### config.mk
export PLATFORM = sky130hd
export DESIGN_NAME = bounded_key_set_flat
export DESIGN_NICKNAME = d
export VERILOG_FILES = /design/src/sv/bks_pkg.sv /design/src/sv/bks_if.sv /design/src/sv/bks_cell.sv /design/src/sv/bounded_key_set.sv /design/src/flat_wrapper.sv
export SDC_FILE = /design/constraint.sdc
export NUM_CORES = 1
export LEC_CHECK = 0
export BUFFER_PORTS_ARGS = -buffer_cell sky130_fd_sc_hd__buf_2
export CORE_ASPECT_RATIO = 0.75
export CORE_MARGIN = 8
export CORE_UTILIZATION = 60
export DETAILED_ROUTE_END_ITERATION = 8
export HOLD_SLACK_MARGIN = 0.15
export PLACE_DENSITY = 0.83
export SYNTH_ARGS = -nofsm -noshare
export SYNTH_HDL_FRONTEND = slang
export SYNTH_HIERARCHICAL = 1
export SYNTH_SLANG_ARGS = --single-unit
### constraint.sdc
create_clock -name i_clk -period 5.66 [get_ports i_clk]
set_input_delay 0 -clock i_clk [delete_from_list [all_inputs] [get_ports i_clk]]
set_output_delay 0 -clock i_clk [all_outputs]
set_load 0.01 [all_outputs]
### src/sv/bks_pkg.sv
// ----------------------------------------------------------------------------
// bks_pkg
// shared widths, operation and status codes and the cell command type for
// the bounded key set
// ----------------------------------------------------------------------------
package bks_pkg;

    localparam int KEY_W    = 8;
    localparam int KIND_W   = 2;
    localparam int STATUS_W = 3;
    localparam int COUNT_W  = 4;

    // request operations; the spare code behaves as a lookup
    typedef enum logic [KIND_W-1:0] {
        KIND_INSERT = 2'd0,
        KIND_REMOVE = 2'd1,
        KIND_LOOKUP = 2'd2,
        KIND_SPARE  = 2'd3
    } t_kind;

    // result status codes
    typedef enum logic [STATUS_W-1:0] {
        ST_DONE    = 3'd0,
        ST_FULL    = 3'd1,
        ST_PRESENT = 3'd2,
        ST_EMPTY   = 3'd3,
        ST_ABSENT  = 3'd4
    } t_status;

    // command broadcast to every cell of the chain
    typedef struct packed {
        logic             ins;
        logic             rem;
        logic [KEY_W-1:0] key;
    } t_cell_cmd;

endpackage

### src/sv/bks_if.sv
// ----------------------------------------------------------------------------
// bks_req_if / bks_rsp_if
// valid/ready channels carrying the request word and the result word
// ----------------------------------------------------------------------------
interface bks_req_if;
    import bks_pkg::*;

    logic              valid;
    logic              ready;
    logic [KIND_W-1:0] kind;
    logic [KEY_W-1:0]  key;

    modport source (output valid, output kind, output key, input ready);
    modport sink   (input valid, input kind, input key, output ready);
endinterface

interface bks_rsp_if;
    import bks_pkg::*;

    logic                valid;
    logic                ready;
    logic                ok;
    logic [STATUS_W-1:0] status;
    logic [COUNT_W-1:0]  count;
    logic                is_full;
    logic                is_empty;

    modport source (output valid, output ok, output status, output count,
                    output is_full, output is_empty, input ready);
    modport sink   (input valid, input ok, input status, input count,
                    input is_full, input is_empty, output ready);
endinterface

### src/sv/bks_cell.sv
// ----------------------------------------------------------------------------
// bks_cell
// one slot of the key chain: holds a key, compares it with the request key,
// ripples the hit flag upwards and takes its upper neighbour's key on removal
// ----------------------------------------------------------------------------
module bks_cell
    import bks_pkg::*;
(
    input  logic             i_clk,
    input  t_cell_cmd        i_cmd,
    input  logic             i_occ,
    input  logic             i_tail,
    input  logic             i_hit_below,
    input  logic [KEY_W-1:0] i_next_key,
    output logic             o_hit_upto,
    output logic [KEY_W-1:0] o_key
);

    logic [KEY_W-1:0] r_key;
    logic [KEY_W-1:0] n_key;
    logic             w_match;

    // compare only while this slot holds a live key
    assign w_match    = i_occ && (r_key == i_cmd.key);
    assign o_hit_upto = i_hit_below | w_match;
    assign o_key      = r_key;

    // append at the tail, or close the gap left by a removed key
    always_comb begin
        n_key = r_key;
        if (i_cmd.ins && i_tail) begin
            n_key = i_cmd.key;
        end else if (i_cmd.rem && o_hit_upto) begin
            n_key = i_next_key;
        end
    end

    always_ff @(posedge i_clk) begin
        r_key <= n_key;
    end

endmodule

### src/sv/bounded_key_set.sv
// ----------------------------------------------------------------------------
// bounded_key_set
// fixed-capacity set of 8-bit keys with insert, remove and lookup
// ----------------------------------------------------------------------------
// Usage:
//   i_req carries one request word (kind, key); o_rsp returns one result
//   word (ok, status, count, is_full, is_empty) for every request, in order.
//   Both channels move a word when valid and ready are high at a clock edge.
//   Keys live in a chain of CAPACITY cells; all cells compare the key at once
//   and the hit flag ripples along the chain, so a request is decided and the
//   set updated in the cycle it is accepted.
//   The result word appears in the cycle after the request is taken.
//   Throughput: one request per cycle; the output register is the only stage.
//   A request is taken whenever the output register is empty or its word is
//   being taken in the same cycle; while the receiver stalls with a result
//   waiting, i_req.ready stays low and the set does not change.
//   Reset (i_rst_n low, synchronous) empties the set and drops any pending
//   result; no clearing pass is needed since the count alone marks live slots.
//   A remove closes the gap by shifting higher cells down by one.
// ----------------------------------------------------------------------------
module bounded_key_set
    import bks_pkg::*;
#(
    parameter int CAPACITY = 8
) (
    input  logic        i_clk,
    input  logic        i_rst_n,
    bks_req_if.sink     i_req,
    bks_rsp_if.source   o_rsp
);

    localparam int UW = $clog2(CAPACITY + 1);

    logic [UW-1:0]    r_used;
    logic [UW-1:0]    n_used;
    logic             r_out_valid;
    logic             r_ok;
    t_status          r_status;
    logic [UW-1:0]    r_count;

    logic             w_accept;
    logic             w_full;
    logic             w_empty;
    logic             w_found;
    logic             w_ok;
    t_status          w_status;
    logic             w_do_ins;
    logic             w_do_rem;
    t_cell_cmd        w_cmd;
    logic [UW+COUNT_W-1:0] w_count_wide;

    logic [CAPACITY:0]             w_hit;
    logic [CAPACITY-1:0][KEY_W-1:0] w_keys;

    assign i_req.ready = !r_out_valid || o_rsp.ready;
    assign w_accept    = i_req.valid && i_req.ready;
    assign w_full      = (r_used == UW'(CAPACITY));
    assign w_empty     = (r_used == '0);
    assign w_found     = w_hit[CAPACITY];

    // chain of key cells
    assign w_hit[0] = 1'b0;
    generate
        for (genvar gi = 0; gi < CAPACITY; gi++) begin : g_cell
            logic [KEY_W-1:0] w_next;
            if (gi == CAPACITY - 1) begin : g_last
                assign w_next = w_keys[gi];
            end else begin : g_mid
                assign w_next = w_keys[gi+1];
            end
            bks_cell u_cell (
                .i_clk      (i_clk),
                .i_cmd      (w_cmd),
                .i_occ      (UW'(gi) < r_used),
                .i_tail     (UW'(gi) == r_used),
                .i_hit_below(w_hit[gi]),
                .i_next_key (w_next),
                .o_hit_upto (w_hit[gi+1]),
                .o_key      (w_keys[gi])
            );
        end
    endgenerate

    // request decision
    always_comb begin
        w_ok     = 1'b0;
        w_status = ST_DONE;
        w_do_ins = 1'b0;
        w_do_rem = 1'b0;
        case (t_kind'(i_req.kind))
            KIND_INSERT: begin
                if (w_full) begin
                    w_status = ST_FULL;
                end else if (w_found) begin
                    w_status = ST_PRESENT;
                end else begin
                    w_ok     = 1'b1;
                    w_do_ins = w_accept;
                end
            end
            KIND_REMOVE: begin
                if (w_empty) begin
                    w_status = ST_EMPTY;
                end else if (!w_found) begin
                    w_status = ST_ABSENT;
                end else begin
                    w_ok     = 1'b1;
                    w_do_rem = w_accept;
                end
            end
            default: begin
                if (w_found) begin
                    w_ok = 1'b1;
                end else if (w_empty) begin
                    w_status = ST_EMPTY;
                end else begin
                    w_status = ST_ABSENT;
                end
            end
        endcase
    end

    assign w_cmd.ins = w_do_ins;
    assign w_cmd.rem = w_do_rem;
    assign w_cmd.key = i_req.key;

    // count update
    always_comb begin
        n_used = r_used;
        if (w_do_ins) begin
            n_used = r_used + UW'(1);
        end else if (w_do_rem) begin
            n_used = r_used - UW'(1);
        end
    end

    // count register and result word register
    always_ff @(posedge i_clk) begin
        if (!i_rst_n) begin
            r_used      <= '0;
            r_out_valid <= 1'b0;
        end else begin
            r_used <= n_used;
            if (w_accept) begin
                r_out_valid <= 1'b1;
            end else if (o_rsp.ready) begin
                r_out_valid <= 1'b0;
            end
        end
        if (w_accept) begin
            r_ok     <= w_ok;
            r_status <= w_status;
            r_count  <= n_used;
        end
    end

    // result word outputs
    assign w_count_wide   = {{COUNT_W{1'b0}}, r_count};
    assign o_rsp.valid    = r_out_valid;
    assign o_rsp.ok       = r_ok;
    assign o_rsp.status   = r_status;
    assign o_rsp.count    = w_count_wide[COUNT_W-1:0];
    assign o_rsp.is_full  = (r_count == UW'(CAPACITY));
    assign o_rsp.is_empty = (r_count == '0);

`ifndef SYNTHESIS
    // occupancy never exceeds the capacity
    a_used_bound: assert property (@(posedge i_clk) disable iff (!i_rst_n)
        r_used <= UW'(CAPACITY))
        else $error("occupancy above capacity");

    // a successful insert grows the set by one
    a_ins_grows: assert property (@(posedge i_clk) disable iff (!i_rst_n)
        w_do_ins |=> r_used == $past(r_used) + UW'(1))
        else $error("insert did not grow the set");

    // a refused or lookup request leaves the count alone
    a_hold: assert property (@(posedge i_clk) disable iff (!i_rst_n)
        (!w_do_ins && !w_do_rem) |=> $stable(r_used))
        else $error("count changed without insert or remove");

    // a success always reports the done status
    a_ok_done: assert property (@(posedge i_clk) disable iff (!i_rst_n)
        (r_out_valid && r_ok) |-> r_status == ST_DONE)
        else $error("success with a failure status");

    // an insert is never committed for a key already in the set
    a_no_dup: assert property (@(posedge i_clk) disable iff (!i_rst_n)
        w_do_ins |-> !w_found)
        else $error("duplicate key inserted");
`endif

endmodule
### src/flat_wrapper.sv
// flat-port wrapper written by rule: the top's interface ports become plain ports
module bounded_key_set_flat import bks_pkg::*;
#(
    parameter int CAPACITY = 8
)
  (i_clk, i_rst_n, i_req_valid, i_req_kind, i_req_key, i_req_ready, o_rsp_valid, o_rsp_ok, o_rsp_status, o_rsp_count, o_rsp_is_full, o_rsp_is_empty, o_rsp_ready);
  bks_req_if i_req_i ();
  bks_rsp_if o_rsp_i ();
  input  logic i_clk;
  input  logic i_rst_n;
  input wire logic [$bits(i_req_i.valid)-1:0] i_req_valid;
  input wire logic [$bits(i_req_i.kind)-1:0] i_req_kind;
  input wire logic [$bits(i_req_i.key)-1:0] i_req_key;
  output wire logic [$bits(i_req_i.ready)-1:0] i_req_ready;
  output wire logic [$bits(o_rsp_i.valid)-1:0] o_rsp_valid;
  output wire logic [$bits(o_rsp_i.ok)-1:0] o_rsp_ok;
  output wire logic [$bits(o_rsp_i.status)-1:0] o_rsp_status;
  output wire logic [$bits(o_rsp_i.count)-1:0] o_rsp_count;
  output wire logic [$bits(o_rsp_i.is_full)-1:0] o_rsp_is_full;
  output wire logic [$bits(o_rsp_i.is_empty)-1:0] o_rsp_is_empty;
  input wire logic [$bits(o_rsp_i.ready)-1:0] o_rsp_ready;
  assign i_req_i.valid = i_req_valid;
  assign i_req_i.kind = i_req_kind;
  assign i_req_i.key = i_req_key;
  assign i_req_ready = i_req_i.ready;
  assign o_rsp_valid = o_rsp_i.valid;
  assign o_rsp_ok = o_rsp_i.ok;
  assign o_rsp_status = o_rsp_i.status;
  assign o_rsp_count = o_rsp_i.count;
  assign o_rsp_is_full = o_rsp_i.is_full;
  assign o_rsp_is_empty = o_rsp_i.is_empty;
  assign o_rsp_i.ready = o_rsp_ready;
  bounded_key_set #(.CAPACITY(CAPACITY)) u_core (.i_clk(i_clk), .i_rst_n(i_rst_n), .i_req(i_req_i), .o_rsp(o_rsp_i));
endmodule
==> out/qor.txt, run 1 <==
YS warnings - 6
CTS tree - built
CTS Buffer Depth - 2
leak pwr - 1.94 nW
area leader, netlist - edfxtp_1
via count - 2,794
H-tree levels - 3
FP Rows - 27
data required time of the worst path - 5.67 ns
GPL Wtd Cong - 0.867
Sw Ratio - 23.5%
Reg2Reg Depth - 19
hold_sp - i_req_kind[0]
DP HPWL - 6220 µm
status - complete, no violations
critical path endpoint category - flip-flop
Cell variety after synth - 40
Starting DRT DRC Count - 186
Final Hold Viols - 0
Setup Viol. Count Final - 0
first-pass GRT wire length - 14,100 µm
Post-CTS Resized - 0
core area - 7300 µm²
critical-path cell list - inv_1, ha_1, or3b_4, nand4_1, nor4_2, or2_1, or2_1, or2_1, or2_1, or2_1, or2_1, or2_1, or2_1, nor3_1, and4_1, buf_4, nand2_4, nand2_1, a21o_1
fin crit period - 5.06 ns
Main synth FF type - edfxtp_1
max-cap violations - 0
Clk Latency, worst-skew pair - 0.35 ns
commonest cells after routing, fill and taps aside - edfxtp_1 (72), xnor2_1 (50), mux2_1 (32), mux2_2 (32), nand2_1 (26)
fin util - 68.2%
CTS root buf - clkbuf_8
Port Buffers - 25
Hold Path Depth - 3
worst r2r src - u_core/r_used[0]
drc violations - 0
Max VDD drop - 0.166 mV
most common cell after layout, fill and taps aside - edfxtp_1
Boundary Pins - 26
post-route ant nets - 0
pwr dens - 213 nW/µm²
Area contributors post-synth - edfxtp_1 (48%), xnor2_1 (9.7%), mux2_1 (8.0%)
Synth Register Bits - 77
placed cell areas - 4780 µm²
synthesized instance count - 351
cts hold-fix bufs - 4
CP dominant cell by count - or2_1
top cell type's share of synthesized area - 48.0%
Slew Limit Fails - 0
fmax - 197 MHz
fraction of layout cells with a size suffix above 1 - 23.9%
Design Area, Final - 4970 µm²
Critical Path Start - u_core/r_used[0]
Area growth, synth to finish - 10.4%
TritonCTS Sinks - 77
Layout Skew - 0.00876 ns
Critical Path Fanout Max - 10
top cell family by delay on the critical path - simple AND/OR/NAND/NOR gates
largest net degree at the start of global routing - 17
Clk network pwr share - 32.7%
fin crit share - 89.5%
Comb pwr share - 8.3%
GRT Total Usage - 16.9%
initial antenna violation count - 0
hold crit path type - in2reg
critical path class - reg2reg
die span in y - 91.0 µm
CP arrival - 5.08 ns
vias in the first global route - 2,860
full die area - 10,600 µm²
Die Width - 116 µm
FFs w/ async S/R, synth - 0%
Psw - 0.249 mW
vias per cell - 5.60
DRT Pass-1 Iters - 4
Reg power frac - 59.0%
routed len/inst - 17.1 µm
NumNets Final - 411
Startpoint Class - flip-flop
routed wire length - 8520 µm
# diodes - 0
sequential fraction of the synthesis area - 50.2%
Post-synth EDFFs - 72
RSZ-0062 raised after global routing - no
TNS Setup - 0 ns
Mapped Area - 4510 µm²
Int Pwr - 0.811 mW
CTS buffer count - 9
critical path depth - 19
max incr delay on CP - 0.43 ns
Buf+Inv Stages, Crit Path - 2
initial core utilization - 61.7%
clk slew on worst S/H paths - 0.08 ns
GR Overflow Total - 0
total power - 1.06 mW
setup bufs post-CTS - 0
Syn Area/Cell - 12.8 µm²
slowest CP cell - or3b_4
[state kept, by name, summed over array words and instances, names as in the netlist]
name / cells
u_core/g_cell.u_cell/o_key: 64
u_core/o_rsp.count: 4
u_core/o_rsp.ok: 1
u_core/o_rsp.status: 3
u_core/o_rsp.valid: 1
u_core/r_used: 4
[metrics by stage]
stage,instances,setup WS (ns),hold WS (ns)
floorplan,352,0.789,0.126
finish,499,0.597,0.192
CTS,499,0.632,0.156
detailed placement,479,0.651,0.280
global placement,479,0.810,0.275
global route,499,0.250,0.204
[worst reg2reg max path, delay by kind of cell, from the launching register on]
family | cells | cell delay [ns]
DFF | 1 | 0.38
adders and majority gates | 1 | 0.28
buffers and inverters | 2 | 0.44
AOI/OAI and AO/OA | 1 | 0.28
and+or+nand+nor | 15 | 3.33
[layer usage]
layer	track usage (%)	wire length [µm]
met1	21.3	3930
met5	0	0
met3	4.96	374
met4	4.52	57
met2	27.5	4160
[power by group through the flow]
stage                     logic (mW)  registers [mW]  clock network [mW]
after CTS                     0.0877           0.625               0.357
final                         0.0878           0.625               0.347
after global routing          0.0956           0.626               0.378
after detailed placement      0.0851           0.638                   0
after floorplan               0.0467           0.640                   0
after global placement        0.0835           0.638                   0
[synthesized netlist by cell type, types with 5 or more instances]
library cell / instances
or2_1: 8
nand4_1: 8
edfxtp_1: 72
a21o_1: 11
nand2_1: 26
dfxtp_1: 5
nand3_1: 13
nand2b_1: 5
mux2_1: 32
xor2_1: 17
nand2_4: 8
nor2_1: 7
mux2_2: 32
nor4_2: 8
a21oi_1: 5
xnor2_1: 50
inv_1: 8
[cell type report]
type / count / area, µm²
repair buffers: 32 / 188
well taps: 101 / 126
fillers: 560 / 2320
inverters: 8 / 30.0
clock inverters: 6 / 30.0
flip-flops and latches: 77 / 2260
multi-input cells: 265 / 2210
clock buffers: 10 / 128
[path summary, 6_finish.rpt]
path / end / slack [ns]
hold reg to reg: u_core/r_used[0] / 0.57
setup reg to reg: u_core/g_cell[4].u_cell/o_key[1] / 0.60
hold / removal: u_core/o_rsp.status[2] / 0.19
setup / recovery: u_core/g_cell[4].u_cell/o_key[1] / 0.60
[kinds of logic (layout without fill, tap and decap cells)]
logic type	count (synthesis)	in the layout	synth area share (%)
simple gates	102	102	14.3
flops	77	77	50.2
compound gates	23	23	3.75
other cells	1	2	0.0832
xor+xnor	67	67	13.0
buf+inv	10	56	0.833
mux	67	67	16.7
fa+ha+maj	4	4	1.11
Power figures use the tool's default switching activity.
==> run 2: changes to the inputs <==
--- a/config.mk
+++ b/config.mk
@@ -11,7 +11,7 @@
 export CORE_UTILIZATION = 60
 export DETAILED_ROUTE_END_ITERATION = 8
 export HOLD_SLACK_MARGIN = 0.15
-export PLACE_DENSITY = 0.83
+export PLACE_DENSITY = 0.87
 export SYNTH_ARGS = -nofsm -noshare
 export SYNTH_HDL_FRONTEND = slang
 export SYNTH_HIERARCHICAL = 1
==> run 2 against run 1 <==
  * Sequential share of layout area down 0.84 points
  * Worst hold slack better by 0.017 ns
  * Via count up 2.0%
  * Clock skew up 0.0013 ns
  * Non-clock buffer count unchanged
  * Largest cell class unchanged
  * Cell area up 1.9%
  * Register-to-register slack worse by 0.14 ns
==> out/qor.txt, run 2 (same netlist as run 1, synthesis figures left out) <==
status - complete, no violations
H-tree levels - 3
DP HPWL - 6450 µm
post-route ant nets - 0
max-cap violations - 0
leak pwr - 1.97 nW
TNS Setup - 0 ns
initial antenna violation count - 0
GR Overflow Total - 0
full die area - 10,600 µm²
die span in y - 91.0 µm
Die Width - 116 µm
critical path class - reg2reg
DRT Pass-1 Iters - 4
data required time of the worst path - 5.66 ns
Area growth, synth to finish - 12.5%
routed len/inst - 18.0 µm
max incr delay on CP - 0.44 ns
Slew @ Worst Pin - 0.592 ns
drc violations - 0
Fillers - 530
core area - 7300 µm²
register area - 2260 µm²
TritonCTS Sinks - 77
crit path capture - u_core/g_cell[6].u_cell/o_key[1]
Buf+Inv Stages, Crit Path - 2
Starting DRT DRC Count - 238
GPL Wtd Cong - 0.868
Boundary Pins - 26
pre-CTS setup slack - 0.630 ns
# diodes - 0
initial core utilization - 61.7%
vias in the first global route - 2,885
Layout Skew - 0.0101 ns
Clk Latency, worst-skew pair - 0.35 ns
fin crit period - 5.21 ns
CP dominant cell by count - or2_1
CTS root buf - clkbuf_8
top cell family by delay on the critical path - simple AND/OR/NAND/NOR gates
CP arrival - 5.21 ns
GRT Total Usage - 17.6%
Reg2Reg Depth - 19
Critical Path Start - u_core/r_used[0]
fmax - 192 MHz
CTS Buffer Depth - 2
routed wire length - 8960 µm
Multi-input gate area - 2210 µm²
slowest CP cell - or3b_4
Setup Viol. Count Final - 0
CTS buffer count - 9
max reg flops - 64
fin worst setup slack - 0.453 ns
FP Rows - 27
hold crit path type - in2reg
critical path endpoint category - flip-flop
Startpoint Class - flip-flop
fin util - 69.4%
fin crit share - 92.0%
clk slew on worst S/H paths - 0.07 ns
vias per cell - 5.72
Max VDD drop - 0.214 mV
Max-Slew Margin vs Limit - 60.4%
Port Buffers - 25
CTS tree - built
critical-path cell list - inv_1, ha_1, or3b_4, nand4_1, nor4_2, or2_1, or2_1, or2_1, or2_1, or2_1, or2_1, or2_1, or2_1, nor3_1, and4_1, buf_4, nand2_4, nand2_1, a21o_1
critical path depth - 19
commonest cells after routing, fill and taps aside - edfxtp_1 (72), xnor2_1 (50), mux2_1 (32), mux2_2 (32), nand2_1 (26)
Slew Limit Fails - 0
via count - 2,849
most common cell after layout, fill and taps aside - edfxtp_1
pwr dens - 244 nW/µm²
worst r2r dst - u_core/g_cell[6].u_cell/o_key[1]
RSZ-0062 raised after global routing - no
Final Hold Viols - 0
R2R setup slack - 0.45 ns
largest net degree at the start of global routing - 17
fraction of layout cells with a size suffix above 1 - 23.4%
worst r2r src - u_core/r_used[0]
Critical Path Fanout Max - 10
NumNets Final - 411
first-pass GRT wire length - 14,600 µm
run 2: layout make-up:
cell class,count,share of cell area (%)
Clock buffer,10,2.52
Clock inverter,5,2.44
Inverter,8,0.593
Multi-Input combinational cell,265,43.6
Sequential cell,77,44.6
Tap cell,101,2.49
Timing Repair Buffer,32,3.70
run 2: layer usage:
metal,global-route usage [%],vias to the layer above,share of wire (%)
li1,-,1374,-
met1,22.5,1352,44
met2,29.0,108,48
met3,3.84,15,6.4
met4,5.49,0,1.4
met5,0,-,0
run 2: worst min path at each step:
stage,from,endpoint,slack [ns],cells after the start
floorplan,i_req_valid,u_core/o_rsp.valid,0.13,2
global placement,i_req_valid,u_core/o_rsp.valid,0.27,3
detailed placement,i_req_valid,u_core/o_rsp.valid,0.27,3
CTS,i_req_kind[0],u_core/o_rsp.status[1],0.18,4
global route,i_req_kind[0],u_core/o_rsp.status[1],0.20,4
finish,i_req_kind[0],u_core/o_rsp.status[1],0.21,4
run 2: where the power goes:
group	total (mW)	switching, mW	internal, mW
registers	0.625	0.00374	0.622
clock network	0.523	0.189	0.334
logic	0.0900	0.0550	0.0350
total	1.24	0.247	0.991
run 2: tightest hold or removal path: stages:
cell,delay (ns)
buf_2,0.13
nand2_1,0.06
o211ai_1,0.08
o32ai_1,0.11
run 2: per-stage QoR:
step	hold slack [ns]	power [mW]	cells	cell area, µm²
global route	0.199	1.28	498	5070
detailed placement	0.270	0.724	479	4780
finish	0.209	1.24	498	5070
floorplan	0.126	0.686	352	4510
CTS	0.179	1.25	498	5070
global placement	0.267	0.721	479	4780
run 2: timing repair:
action,CTS,global route
buffers inserted,0,0
gates resized for setup,0,0
hold buffers,4,0
endpoints found under the hold margin,7,0
==> run 3: changes to the inputs <==
==> constraint.sdc (replaced) <==
create_clock -name i_clk -period 5.5 [get_ports i_clk]
set_input_delay 0 -clock i_clk [delete_from_list [all_inputs] [get_ports i_clk]]
set_output_delay 0 -clock i_clk [all_outputs]
set_load 0.01 [all_outputs]
==> run 3 against run 2 <==
  * Combinational power increased by 2.4%
  * Critical path type unchanged
  * Utilization shrank 0.72 points
  * Cell area is 1.0% lower
  * Final cell count rose by 0.40%
  * Worst setup slack worse by 0.0011 ns
==> out/qor.txt, run 3 (same netlist as run 1, synthesis figures left out) <==
status - complete, no violations
critical-path cell list - inv_1, ha_1, or3b_4, nand4_1, nor4_2, or2_1, or2_1, or2_1, or2_1, or2_1, or2_1, or2_1, or2_1, nor3_1, and4_1, buf_4, nand2_4, nand2_1, a21o_1
total power - 1.15 mW
DP HPWL - 6470 µm
setup bufs post-CTS - 0
dpl cells - 480
NumNets Final - 412
CP arrival - 5.06 ns
data required time of the worst path - 5.52 ns
die span in y - 91.0 µm
routed wire length - 9080 µm
via count - 2,884
worst r2r src - u_core/r_used[0]
TritonCTS Sinks - 77
H-tree levels - 3
Buf+Inv Stages, Crit Path - 2
R2R setup slack - 0.45 ns
core area - 7300 µm²
CP dominant cell by count - or2_1
Fillers - 547
Setup Viol. Count Final - 0
# diodes - 0
GR Overflow Total - 0
max reg flops - 64
Starting DRT DRC Count - 241
routing usage on met1 - 22.1%
GRT busiest layer - met2
post-route ant nets - 0
worst hold path endpoint - u_core/o_rsp.status[2]
CTS tree - built
initial antenna violation count - 0
Critical Path Fanout Max - 10
DRT Pass-1 Iters - 5
hold crit path type - in2reg
Reg2Reg Depth - 19
Max-Slew Margin vs Limit - 62.6%
Clk Latency, worst-skew pair - 0.35 ns
clk slew on worst S/H paths - 0.08 ns
met3 Resource Use GR - 4.96%
worst r2r dst - u_core/g_cell[6].u_cell/o_key[2]
Area growth, synth to finish - 11.3%
largest net degree at the start of global routing - 17
drc violations - 0
top cell family by delay on the critical path - simple AND/OR/NAND/NOR gates
routed len/inst - 18.2 µm
Die Width - 116 µm
leak pwr - 1.94 nW
commonest cells after routing, fill and taps aside - edfxtp_1 (72), xnor2_1 (50), mux2_1 (32), mux2_2 (32), nand2_1 (26)
most common cell after layout, fill and taps aside - edfxtp_1
Clk network pwr share - 36.3%
Final Hold Viols - 0
Sw Ratio - 23.4%
fin crit period - 5.05 ns
vias in the first global route - 2,919
Int Pwr - 0.884 mW
hold_sp - i_req_kind[0]
met2 Track Usage GR - 29.8%
Slew @ Worst Pin - 0.559 ns
pwr dens - 230 nW/µm²
Reg power frac - 55.7%
vias per cell - 5.77
fmax - 198 MHz
critical path class - reg2reg
full die area - 10,600 µm²
TNS Setup - 0 ns
Hold Path Depth - 3
critical path endpoint category - flip-flop
Comb pwr share - 8.0%
Slew Limit Fails - 0
max-cap violations - 0
CTS Buffer Depth - 2
Psw - 0.270 mW
Max VDD drop - 0.154 mV
GRT Total Usage - 17.9%
Boundary Pins - 26
Layout Skew - 0.0114 ns
first-pass GRT wire length - 14,800 µm
fin crit share - 91.8%
CTS buffer count - 9
fin util - 68.7%
FP Rows - 27
Final Non-Filler Cells - 500
RSZ-0062 raised after global routing - no
max incr delay on CP - 0.44 ns
Port Buffers - 25
initial core utilization - 61.7%
CTS root buf - clkbuf_8
fraction of layout cells with a size suffix above 1 - 24.1%
Startpoint Class - flip-flop
slowest CP cell - or3b_4
GPL Wtd Cong - 0.884
[run 3: changes by cell type in the layout (fill, tap and decap cells not counted), sizes merged]
cell,delta
bufinv,-3
buf,+1
clkinvlp,+2
clkinv,+2
[run 3: power by group through the flow]
stage	clock [mW]	combinational [mW]	sequential, mW
after floorplan	0	0.0481	0.658
after global routing	0.448	0.100	0.644
after detailed placement	0	0.0887	0.657
after global placement	0	0.0858	0.656
after CTS	0.424	0.0917	0.643
final	0.419	0.0922	0.643
[run 3: repair_timing]
action / CTS / global route
hold buffers: 4 / 0
hold endpoints to repair: 7 / 0
resized for setup: 0 / 0
[run 3: how the worst max path moves through the flow]
stage | from | end | slack, ns | depth (start not counted)
global placement | u_core/r_used[0] | u_core/g_cell[7].u_cell/o_key[7] | 0.66 | 19
global route | u_core/r_used[0] | u_core/g_cell[7].u_cell/o_key[2] | 0.15 | 19
detailed placement | u_core/r_used[0] | u_core/g_cell[7].u_cell/o_key[7] | 0.49 | 19
floorplan | u_core/r_used[0] | u_core/g_cell[0].u_cell/o_key[0] | 0.63 | 18
CTS | u_core/r_used[0] | u_core/g_cell[7].u_cell/o_key[2] | 0.49 | 19
finish | u_core/r_used[0] | u_core/g_cell[6].u_cell/o_key[2] | 0.45 | 19
[run 3: per-stage QoR]
| stage | area, µm² | hold WS, ns | worst slack, ns |
|---|---|---|---|
| floorplan | 4510 | 0.126 | 0.629 |
| global placement | 4780 | 0.264 | 0.663 |
| detailed placement | 4780 | 0.277 | 0.493 |
| CTS | 5010 | 0.162 | 0.494 |
| global route | 5010 | 0.181 | 0.148 |
| finish | 5010 | 0.189 | 0.451 |
[run 3: per-layer routing]
layer  vias up  share of wire [%]
li1       1375                  -
met1      1399                 43
met2        96                 49
met3        14                6.0
met4         0                1.0
met5         -                  0
[run 3: worst min-delay path, cell delays in order]
cell	delay (ns)
buf_2	0.13
nor2_1	0.15
nor3_1	0.08
[run 3: layout make-up]
type                            count  area (µm²)  share of cell area [%]
Multi-Input combinational cell    265        2210                    44.1
Sequential cell                    77        2260                    45.1
Inverter                            8        30.0                   0.599
Clock inverter                      6        63.8                    1.27
Timing Repair Buffer               33         195                    3.89
Clock buffer                       10         128                    2.54
Tap cell                          101         126                    2.52
